<file path="src/rtl/hkv_pkg.sv">
package hkv_pkg;

  localparam int WORD_W  = 32;
  localparam int COUNT_W = 11;
  localparam int OP_W    = 2;
  localparam int ST_W    = 2;

  localparam int DEF_BUCKETS = 256;
  localparam int DEF_WAYS    = 4;

  localparam logic [OP_W-1:0] OP_INSERT  = 2'd0;
  localparam logic [OP_W-1:0] OP_REPLACE = 2'd1;
  localparam logic [OP_W-1:0] OP_LOOKUP  = 2'd2;
  localparam logic [OP_W-1:0] OP_REMOVE  = 2'd3;

  localparam logic [ST_W-1:0] ST_DONE    = 2'd0;
  localparam logic [ST_W-1:0] ST_PRESENT = 2'd1;
  localparam logic [ST_W-1:0] ST_MISSING = 2'd2;
  localparam logic [ST_W-1:0] ST_FULL    = 2'd3;

  typedef struct packed {
    logic              write;
    logic [ST_W-1:0]   status;
    logic [WORD_W-1:0] found;
    logic              inc;
    logic              dec;
  } hkv_result_t;

endpackage

</file>
<file path="src/rtl/hkv_way_logic.sv">
module hkv_way_logic #(
  parameter int WAYS = hkv_pkg::DEF_WAYS
) (
  input  logic [hkv_pkg::OP_W-1:0]               op,
  input  logic [hkv_pkg::WORD_W-1:0]             key,
  input  logic [hkv_pkg::WORD_W-1:0]             value,
  input  logic [WAYS-1:0]                        row_valid,
  input  logic [WAYS-1:0][hkv_pkg::WORD_W-1:0]   row_keys,
  input  logic [WAYS-1:0][hkv_pkg::WORD_W-1:0]   row_vals,
  output logic [WAYS-1:0]                        new_valid,
  output logic [WAYS-1:0][hkv_pkg::WORD_W-1:0]   new_keys,
  output logic [WAYS-1:0][hkv_pkg::WORD_W-1:0]   new_vals,
  output hkv_pkg::hkv_result_t                   res
);

  logic [WAYS-1:0]            match;
  logic [WAYS-1:0]            hit_sel;
  logic [WAYS-1:0]            free_sel;
  logic                       hit;
  logic                       have_free;
  logic [hkv_pkg::WORD_W-1:0] hit_val;

  always_comb begin
    for (int w = 0; w < WAYS; w++) begin
      match[w] = row_valid[w] && (row_keys[w] == key);
    end
  end

  // Lowest matching way and lowest free way, as one-hot selects.
  always_comb begin
    hit       = 1'b0;
    have_free = 1'b0;
    hit_sel   = '0;
    free_sel  = '0;
    hit_val   = '0;
    for (int w = 0; w < WAYS; w++) begin
      if (match[w] && !hit) begin
        hit_sel[w] = 1'b1;
        hit        = 1'b1;
      end
      if (!row_valid[w] && !have_free) begin
        free_sel[w] = 1'b1;
        have_free   = 1'b1;
      end
      hit_val = hit_val | (row_vals[w] & {hkv_pkg::WORD_W{hit_sel[w]}});
    end
  end

  always_comb begin
    new_valid = row_valid;
    new_keys  = row_keys;
    new_vals  = row_vals;
    res       = '0;
    res.status = hkv_pkg::ST_DONE;
    case (op)
      hkv_pkg::OP_INSERT: begin
        if (hit) begin
          res.status = hkv_pkg::ST_PRESENT;
        end else if (!have_free) begin
          res.status = hkv_pkg::ST_FULL;
        end else begin
          res.write = 1'b1;
          res.inc   = 1'b1;
          for (int w = 0; w < WAYS; w++) begin
            if (free_sel[w]) begin
              new_valid[w] = 1'b1;
              new_keys[w]  = key;
              new_vals[w]  = value;
            end
          end
        end
      end
      hkv_pkg::OP_REPLACE: begin
        if (hit) begin
          res.write = 1'b1;
          for (int w = 0; w < WAYS; w++) begin
            if (hit_sel[w]) begin
              new_vals[w] = value;
            end
          end
        end else begin
          res.status = hkv_pkg::ST_MISSING;
        end
      end
      hkv_pkg::OP_LOOKUP: begin
        if (hit) begin
          res.found = hit_val;
        end else begin
          res.status = hkv_pkg::ST_MISSING;
        end
      end
      hkv_pkg::OP_REMOVE: begin
        if (hit) begin
          res.write = 1'b1;
          res.dec   = 1'b1;
          new_valid = row_valid & ~hit_sel;
        end else begin
          res.status = hkv_pkg::ST_MISSING;
        end
      end
      default: begin
        res.status = hkv_pkg::ST_MISSING;
      end
    endcase
  end

endmodule

</file>
<file path="config.mk">
export PLATFORM = sky130hd
export DESIGN_NAME = hkv_way_logic
export DESIGN_NICKNAME = d
export VERILOG_FILES = /design/src/rtl/hkv_pkg.sv /design/src/rtl/hkv_way_logic.sv
export SDC_FILE = /design/constraint.sdc
export NUM_CORES = 1
export LEC_CHECK = 0
export ABC_AREA = 1
export BUFFER_PORTS_ARGS = -buffer_cell sky130_fd_sc_hd__clkbuf_2
export CAP_MARGIN = 20
export CORE_AREA = 2 2 240 242
export DETAILED_ROUTE_END_ITERATION = 8
export DIE_AREA = 0 0 242 244
export MAX_ROUTING_LAYER = met4
export PLACE_DENSITY_LB_ADDON = 0.25
export RECOVER_POWER = 25
export SETUP_SLACK_MARGIN = 0.5
export SLEW_MARGIN = 20
export SYNTH_ARGS = -nofsm -noshare
export SYNTH_HDL_FRONTEND = slang
export SYNTH_SLANG_ARGS = --single-unit
export TNS_END_PERCENT = 10
</file>
<file path="constraint.sdc">
create_clock -name vclk -period 2
set_input_delay 0.2 -clock vclk [all_inputs]
set_output_delay 0.2 -clock vclk [all_outputs]
set_load 0.02 [all_outputs]
</file>
==> results of run 1 <==
-- per-stage QoR --
| stage | cell area, sq um | hold WS [ns] |
|---|---|---|
| after floorplan | 13600 | 0.544 |
| after global placement | 20300 | 0.747 |
| after detailed placement | 20300 | 0.750 |
| after CTS | 22700 | 0.751 |
| after global routing | 23700 | 0.763 |
| final | 23700 | 0.751 |
-- cells in the mapped netlist (2+ instances only) --
library cell,n,area [sq um]
a21boi_0,2,15.0
a21oi_1,75,375
and2_1,9,56.3
buf_1,14,52.6
buf_2,86,430
buf_4,17,128
buf_6,2,22.5
clkbuf_1,78,293
ha_1,5,62.6
inv_1,282,1060
inv_2,28,105
nand2_1,1039,3900
nand3_1,595,2980
nand3_2,2,20.0
nand3b_1,4,30.0
nand4_1,34,213
nand4_2,2,25.0
nand4_4,4,85.1
nor2_1,186,698
nor2_2,2,12.5
nor2_4,2,22.5
nor2b_1,2,12.5
nor3_1,5,25.0
o211ai_1,33,248
o21ai_0,175,876
o21ai_1,129,646
or2_2,3,18.8
xnor2_1,52,455
xor2_1,2,17.5
-- power groups by stage --
stage	Sequential (mW)	Clock [mW]	Combinational [mW]
floorplan	0	0	2.30
detailed placement	0	0	4.48
global placement	0	0	4.48
global route	0	0.00000122	5.38
CTS	0	0	4.78
finish	0	0.00000128	5.03
-- cell families after synthesis --
family	count (synthesis)	synth area share
adder cells (fa/ha/maj)	5	0.00484
AND/OR/NAND/NOR	1892	0.630
buffers and inverters	507	0.162
XOR/XNOR	54	0.0366
AO/OA/AOI/OAI	414	0.167
-- worst max-delay path, cell delays in order --
cell	delay (ns)
clkbuf_8	0.15
inv_4	0.08
nand2_1	0.09
buf_4	0.14
nand3_2	0.12
nor2_4	0.06
nand4_1	0.11
nor2_4	0.07
buf_6	0.11
buf_6	0.11
nor3_4	0.26
buf_6	0.21
buf_12	0.12
buf_16	0.17
nand3_4	0.09
a21oi_4	0.20
buf_8	0.14
-- worst max path at each step --
stage | start | slack, ns | cells after the start | end
floorplan | op[0] | -0.03 | 6 | new_valid[2]
global placement | key[2] | -0.97 | 14 | res[27]
detailed placement | key[2] | -1.02 | 14 | res[27]
CTS | key[25] | -0.59 | 17 | res[9]
global route | key[18] | -0.75 | 18 | new_keys[24]
finish | key[2] | -0.66 | 17 | res[9]
-- timing repair --
item | in CTS | in global routing
pin swaps | 46 | 37
gates cloned | 10 | 7
gates resized for setup | 388 | 286
setup endpoints to repair | 297 | 297
buffers inserted | 45 | 23
-- metal layers --
metal	up-vias	GRT usage
li1	11100	-
met1	10400	0.364
met2	1315	0.488
met3	292	0.0677
met4	0	0.134
met5	-	-
-- final cells by class --
class / instances / area [sq um]
tap: 756 / 946
timing repair buffer: 1093 / 8870
antenna: 20 / 50.0
inverter: 310 / 1240
fill: 6219 / 32400
multi-input combinational: 2366 / 12600
==> summary.txt, run 1 <==
Outcome
  • Status: finished with violations
  • Violated checks: negative setup slack

Floorplanning
  • Initial core utilization: 0.230
  • Die width: approximately 240 um
  • Die area: roughly 59,000 sq um
  • Core region area: 56,200 sq um
  • Row cnt: 87
  • Die Height: around 240 um
  • Top-level port count: ~620

Drt
  • Met3 wire len: 9.43 mm
  • Post-route antenna net violation count: 0
  • Drt wl/cell: 20.8 um
  • Iter 0 DRT Violations: slightly above 2,000
  • Remaining DRCs: 0
  • Met2 wire length: between 40 and 50 mm
  • Routed WL: 94.3 mm
  • DR top layer: met4
  • Via count: roughly 23,000
  • First-pass DRT Iterations: 8
  • DRT met1 WL: 36.5 mm
  • Routed vias/inst: between 5 and 6

Finish
  • Most frequent cells in the layout: nand2_1 (970), nand3_1 (541), clkbuf_2 (450)
  • Clock buffer count: 0
  • Layout cells sized above 1: 0.377
  • Seq cells: 0
  • Commonest non-fill, non-tap cell in the layout: nand2_1
  • Area taken by flip-flops and latches: 0 sq um
  • Area delta synth->final: 83.7%
  • Final Non-Filler Cells: about 4,500
  • Layout Utilization: 0.423
  • Fin nets: 4,102

STA
  • Final setup fails: around 300
  • Crit share post-route: 1.33
  • Final Worst Setup Slack: -0.657 ns
  • Min cycle time layout: approximately 2.7 ns
  • Setup TNS: -159.14 ns
  • Fmax: between 300 and 400 MHz
  • Final Hold Vio Count: 0
  • Max-slew headroom: 0.508
  • Max Slew Vio Count: 0
  • Tightest Pin Transition: ~0.74 ns
  • RSZ-0062 raised after global routing: true

Run
  • Max_cap viols: 0

Power
  • Switching part of the total: 0.607
  • Seq pwr share: 0
  • Combinational Power Share: 1.000
  • Cell Int Power: approximately 2.0 mW
  • Leakage power: 12.5 nW
  • Clk pwr share: 0
  • Pwr/cell area: roughly 210 nW/um^2
  • Power Total: 5.03 mW
  • Maximum VDD drop: 0.158 mV
  • Net switching power: between 3 and 4 mW

Place
  • Place WS: -1.02 ns
  • Dpl hpwl: 72.4 mm
  • Routability cong.: approximately 1.0
  • Placed Cells: ~4,400
  • I/O Buffers: 623

Logic synthesis
  • Cells after Synth: ~2,900
  • Syn_area_per_cell: roughly 4.5 sq um
  • Synth warnings: 0
  • Distinct cells, synth: 32
  • Mapped cell area: around 13,000 sq um
  • Seq/Total Area, Yosys: 0
  • Syn Nets: between 3,000 and 4,000

Global routing
  • Largest net degree at the start of global routing: 66
  • GRT Overall Usage: 0.304
  • First-pass GRT wire length: ~130 mm
  • Antenna violations before repair: 19
  • Vias in the first global route: around 21,000
  • GRT overflow: 0

Hold path
  • Hold/Removal Path Class: input port to primary output
  • Hold Path Sink: new_keys[15]
  • Hold Startpoint: row_keys[15]
  • Hold path cells: 4

Critical path
  • WS Path Type: input port to primary output
  • CP Data Arrival Time: 2.46 ns
  • CP required: about 1.8 ns
  • CP max FO: 7
  • Crit. End Element: primary output
  • Startpoint types: input port

Clock tree
  • Post-cts hold buffer count: 0
Power figures use the tool's default switching activity.
==> inputs of run 2 (changes only) <==
- BUFFER_PORTS_ARGS: -buffer_cell sky130_fd_sc_hd__clkbuf_2 -> not set
- CORE_AREA: 2 2 240 242 -> 2 2 242 244
- DIE_AREA: 0 0 242 244 -> 0 0 244 246
- DONT_BUFFER_PORTS: not set -> 1
==> run 2 against run 1 <==
Worst setup slack improved by 0.27 ns. Via count down 7.4%. Final cell count down 12%. Clock-buffer cell count is the same. Fmax up 12%. First-iteration DRC count up 3.9%. Critical path type unchanged. Design area is 7.8% lower. Critical path depth decreased by 4. Worst hold slack got worse by 0.24 ns. Highest routed layer unchanged. The flow still finishes with violations (negative setup slack). Combinational power fell by 16%. Die area up 1.7%. Power down 16%.
==> summary.txt, run 2 (synthesized netlist as in run 1, its figures left out) <==
Outcome
  • Status: finished with violations
  • Violated checks: negative setup slack

Drt
  • Post-route antenna net violation count: 0 (unchanged)
  • Drt wl/cell: 23.2 um (+12%)
  • Met2 wire length: 41.7 mm (-2.9%)
  • First-pass DRT Iterations: 7 (-1)
  • DR top layer: met4
  • Routed WL: 93.0 mm (-1.4%)
  • Via count: 21,500 (-7.4%)
  • Remaining DRCs: 0 (unchanged)
  • Iter 0 DRT Violations: 2,134 (+3.9%)
  • Routed vias/inst: 5.36 (+5.0%)
  • DRT met1 WL: 36.8 mm (+0.84%)
  • Met3 wire len: 9.27 mm (-1.7%)

Floorplanning
  • Initial core utilization: 0.225 (-0.00480)
  • Die Height: 246 um (+0.82%)
  • Core region area: 57,400 sq um (+2.1%)
  • Die area: 60,000 sq um (+1.7%)
  • Die width: 244 um (+0.83%)
  • Top-level port count: 623 (unchanged)
  • Row cnt: 88 (+1.1%)

Global routing
  • Antenna violations before repair: 0 (-19)
  • Vias in the first global route: 19,200 (-8.5%)
  • First-pass GRT wire length: 128 mm (-5.0%)
  • GRT Overall Usage: 0.285 (-0.0188)
  • GRT overflow: 0 (unchanged)
  • Largest net degree at the start of global routing: 73 (+11%)

STA
  • Tightest Pin Transition: 0.442 ns (-0.296 ns)
  • RSZ-0062 raised after global routing: true
  • Max Slew Vio Count: 0 (unchanged)
  • Crit share post-route: 1.19 (-0.137)
  • Final Worst Setup Slack: -0.382 ns (+0.274 ns)
  • Fmax: 420 MHz (+12%)
  • Final Hold Vio Count: 0 (unchanged)
  • Max-slew headroom: 0.705 (+0.198)
  • Final setup fails: 297 (unchanged)
  • Setup TNS: -83.88 ns (+75.26 ns)
  • Min cycle time layout: 2.38 ns (-0.274 ns)

Finish
  • Area delta synth->final: 69.4%
  • Layout cells sized above 1: 0.319 (-0.0579)
  • Final Non-Filler Cells: 4,007 (-12%)
  • Area taken by flip-flops and latches: 0 sq um (unchanged)
  • Fin nets: 3,574 (-13%)
  • # fillers: 6,269 (+0.80%)
  • Clock buffer count: 0 (unchanged)
  • Most frequent cells in the layout: nand2_1 (926), nand3_1 (447), buf_4 (358)
  • Commonest non-fill, non-tap cell in the layout: nand2_1
  • Seq cells: 0 (unchanged)

Place
  • Routability cong.: 1.01 (-1.4%)
  • Placed Cells: 3,922 (-12%)
  • Dpl hpwl: 68.0 mm (-6.0%)
  • Place WS: -0.647 ns (+0.369 ns)
  • I/O Buffers: 0 (-100%)

Critical path
  • CP max FO: 6 (-1)
  • Startpoint types: input port
  • CP Data Arrival Time: 2.18 ns (-0.28 ns)
  • Crit. End Element: primary output
  • WS Path Type: input port to primary output
  • CP required: 1.80 ns (about the same)

Power
  • Seq pwr share: 0 (unchanged)
  • Pwr/cell area: 194 nW/um^2 (-8.5%)
  • Combinational Power Share: 1.000 (about the same)
  • Maximum VDD drop: 0.129 mV (-18%)
  • Leakage power: 10.8 nW (-14%)
  • Switching part of the total: 0.597 (-0.0102)
  • Clk pwr share: 0 (unchanged)
  • Net switching power: 2.53 mW (-17%)
  • Cell Int Power: 1.71 mW (-13%)

Run
  • Max_cap viols: 0 (unchanged)

Hold path
  • Hold/Removal Path Class: input port to primary output

Clock tree
  • Post-cts hold buffer count: 0 (unchanged)
-- run 2: cell count changes in the layout (fill, tap and decap cells not counted), moves of 23 or more --
cell,before,now
clkbuf_4,36,0
clkbuf_2,450,0
nand2_1,970,926
nand2_2,53,93
buf_2,25,0
clkbuf_8,49,0
nand3_2,41,123
nand3_1,541,447
buf_4,381,358
-- run 2: power by group through the flow --
| stage | Combinational [mW] | Sequential [mW] | Clock, mW |
|---|---|---|---|
| 2_1_floorplan | 2.30 | 0 | 0 |
| 3_3_place_gp | 3.71 | 0 | 0 |
| 3_5_place_dp | 3.72 | 0 | 0 |
| 4_1_cts | 3.95 | 0 | 0 |
| 5_1_grt | 4.54 | 0 | 0 |
| 6_report | 4.24 | 0 | 0.0000000675 |
-- run 2: final timing paths --
kind,endpoint,start,cells past startpoint
setup / recovery,res[3],key[13],13
hold / removal,res[21],row_vals[115],2
-- run 2: routing by layer --
metal	GRT usage	up-vias
li1	-	10100
met1	0.350	9793
met2	0.459	1317
met3	0.0600	299
met4	0.103	0
met5	-	-
-- run 2: cell type report --
cell class,count,area (sq um),area share
diodes,1,2.50,0.000114
inverters,310,1260,0.0578
multi-input cells,2365,13200,0.604
well taps,765,957,0.0437
repair buffers,566,6430,0.294
-- run 2: stage by stage --
step	cell area [sq um]	hold WS, ns	total power [mW]	utilization
after detailed placement	18100	0.550	3.72	0.315
final	21900	0.513	4.24	0.382
after global placement	18100	0.548	3.71	0.315
after floorplan	13600	0.544	2.30	-
after CTS	19800	0.541	3.95	0.346
after global routing	21900	0.523	4.54	0.381
-- run 2: what timing repair did --
action                     in CTS  in global routing
gates cloned                   18                 21
buffers inserted               16                 29
pin swaps                      57                 64
gates resized for setup       257                311
setup endpoints to repair     297                297
-- run 2: critical path, cell delays in order --
cell	delay [ns]
inv_2	0.07
nand2_1	0.11
and2_4	0.20
buf_4	0.12
nand3_1	0.09
nor2_1	0.07
nand3_2	0.14
clkinv_4	0.09
nor3_4	0.28
buf_6	0.23
clkbuf_16	0.20
nand3_1	0.12
a21oi_4	0.24
==> inputs of run 3 (changes only) <==
- CORE_AREA: 2 2 242 244 -> 2 2 239 241
- DIE_AREA: 0 0 244 246 -> 0 0 241 243
- SETUP_SLACK_MARGIN: 0.5 -> not set
==> run 3 against run 2 <==
The flow still finishes with violations (negative setup slack). Fmax increased by 1.1%. Global-route usage is 1.8 points higher. Sequential share of layout area is the same. Critical path depth increased by 4. Via count rose by 2.1%. Design area grew 4.7%. Worst hold slack better by 0.052 ns. Combinational power is 9.2% higher. First-iteration DRC count is 21% higher. Flip-flop and latch count did not move. Core utilization grew 2.8 points. Worst setup slack improved by 0.027 ns. Critical path type unchanged.
==> summary.txt, run 3 (synthesized netlist as in run 1, its figures left out) <==
Floorplanning
  • Die Height: 243 um (-1.2%)
  • Die width: 241 um (-1.2%)
  • Die area: 58,600 sq um (-2.4%)
  • Row cnt: 87 (-1.1%)
  • Core region area: 56,000 sq um (-2.5%)
  • Top-level port count: 623 (unchanged)
  • Initial core utilization: 0.231 (+0.00569)

Finish
  • Final instance area: 22,900 sq um (+4.7%)
  • # fillers: 5,994 (-4.4%)
  • Area delta synth->final: 77.4%
  • Fin nets: 3,595 (+0.59%)
  • Clock buffer count: 0 (unchanged)
  • Commonest non-fill, non-tap cell in the layout: nand2_1
  • Area taken by flip-flops and latches: 0 sq um (unchanged)
  • Layout cells sized above 1: 0.365 (+0.0455)
  • Final Non-Filler Cells: 4,024 (+0.42%)
  • Multi-input logic area: 14,000 sq um (+6.2%)
  • Seq cells: 0 (unchanged)
  • Most frequent cells in the layout: nand2_1 (890), nand3_1 (413), buf_4 (331)

STA
  • Max-slew headroom: 0.635 (-0.0707)
  • Fmax: 424 MHz (+1.1%)
  • Setup TNS: -68.81 ns (+15.07 ns)
  • Crit share post-route: 1.18 (-0.0133)
  • Min cycle time layout: 2.36 ns (-0.0265 ns)
  • RSZ-0062 raised after global routing: true
  • Tightest Pin Transition: 0.548 ns (+0.106 ns)
  • Final setup fails: 297 (unchanged)
  • Final Worst Setup Slack: -0.356 ns (+0.0265 ns)
  • Final Hold Vio Count: 0 (unchanged)
  • Max Slew Vio Count: 0 (unchanged)

Place
  • Routability cong.: 1.07 (+5.9%)
  • Place WS: -0.611 ns (+0.0358 ns)
  • Placed Cells: 3,928 (+0.15%)
  • I/O Buffers: 0 (unchanged)
  • DP Area: 17,700 sq um (-1.8%)
  • Dpl hpwl: 71.9 mm (+5.7%)

Hold path
  • Hold/Removal Path Class: input port to primary output
  • Hold path cells: 2 (unchanged)

Drt
  • Iter 0 DRT Violations: 2,584 (+21%)
  • Routed WL: 95.1 mm (+2.3%)
  • Drt wl/cell: 23.6 um (+1.8%)
  • Remaining DRCs: 0 (unchanged)
  • Routed vias/inst: 5.45 (+1.7%)
  • Via count: 21,900 (+2.1%)
  • Post-route antenna net violation count: 0 (unchanged)
  • First-pass DRT Iterations: 6 (-1)

Global routing
  • Antenna violations before repair: 3 (+3)
  • First-pass GRT wire length: 130 mm (+1.7%)
  • Largest net degree at the start of global routing: 69 (-5.5%)
  • GRT overflow: 0 (unchanged)
  • Vias in the first global route: 19,300 (+0.32%)
  • GRT Overall Usage: 0.303 (+0.0181)

Clock tree
  • Post-cts hold buffer count: 0 (unchanged)

Power
  • Pwr/cell area: 202 nW/um^2 (+4.2%)
  • Leakage power: 11.2 nW (+3.7%)
  • Maximum VDD drop: 0.127 mV (-1.9%)
  • Power Total: 4.63 mW (+9.1%)

Critical path
  • CP required: 1.80 ns (about the same)
  • WS Path Type: input port to primary output
  • CP startpoint: key[27]
  • Crit. End Element: primary output
  • Worst setup path endpoint: new_vals[50]
  • CP Data Arrival Time: 2.16 ns (-0.02 ns)
  • Startpoint types: input port
  • CP max FO: 5 (-1)

Outcome
  • Status: finished with violations
  • Violated checks: negative setup slack

Run
  • Max_cap viols: 0 (unchanged)
==> run 3: cell count changes in the layout (fill, tap and decap cells not counted), sizes merged <==
cell,delta
buf,+32
diode,+5
clkbuf,-11
clkinv,-1
clkinvlp,+1
==> run 3: final cells by class <==
cell class | instances | area share
diodes | 6 | 0.000655
inverters | 310 | 0.0551
multi-input cells | 2365 | 0.613
well taps | 756 | 0.0413
repair buffers | 587 | 0.290
==> run 3: what timing repair did <==
action	in CTS	in global routing
resized for setup	362	534
endpoints found under the setup margin	297	297
gates cloned	18	8
pin swaps	105	128
setup buffers	43	31
==> run 3: power by group <==
part	internal (mW)	total, mW	leakage [nW]	switching [mW]
clock	0.000000406	0.000000407	0.0000380	0
sequential	0	0	0	0
combinational	1.93	4.63	11.2	2.70
total	1.93	4.63	11.2	2.70
==> run 3: worst min path at each step <==
stage,startpoint,end,slack (ns)
after floorplan,row_vals[97],res[3],0.56
after global placement,row_vals[119],res[25],0.57
after detailed placement,row_vals[121],res[27],0.57
after CTS,row_vals[109],new_vals[109],0.57
after global routing,row_vals[109],new_vals[109],0.57
final,row_vals[109],res[15],0.56
==> run 3: per-stage QoR <==
step                 util  hold WS [ns]
global placement    0.317         0.569
global route        0.410         0.573
floorplan               -         0.562
detailed placement  0.317         0.572
finish              0.410         0.564
CTS                 0.362         0.568
==> run 3: worst max-delay path, stage by stage <==
cell and delay [ns]:
inv_6 0.05, nand2_1 0.05, nand2_1 0.09, nand2_4 0.08
nor2_4 0.15, nand2_2 0.08, nor2_4 0.14, nand3_4 0.11
buf_6 0.15, inv_8 0.07, nor2_4 0.04, buf_12 0.13
buf_12 0.13, clkbuf_16 0.15, o211ai_1 0.22, nand3_2 0.15
buf_6 0.16
==> run 3: layer usage <==
metal,vias up,global-route usage,wire (um)
li1,10100,-,-
met1,10000,0.374,35800
met2,1496,0.471,42000
met3,306,0.0840,11900
met4,0,0.105,5370
met5,-,-,0
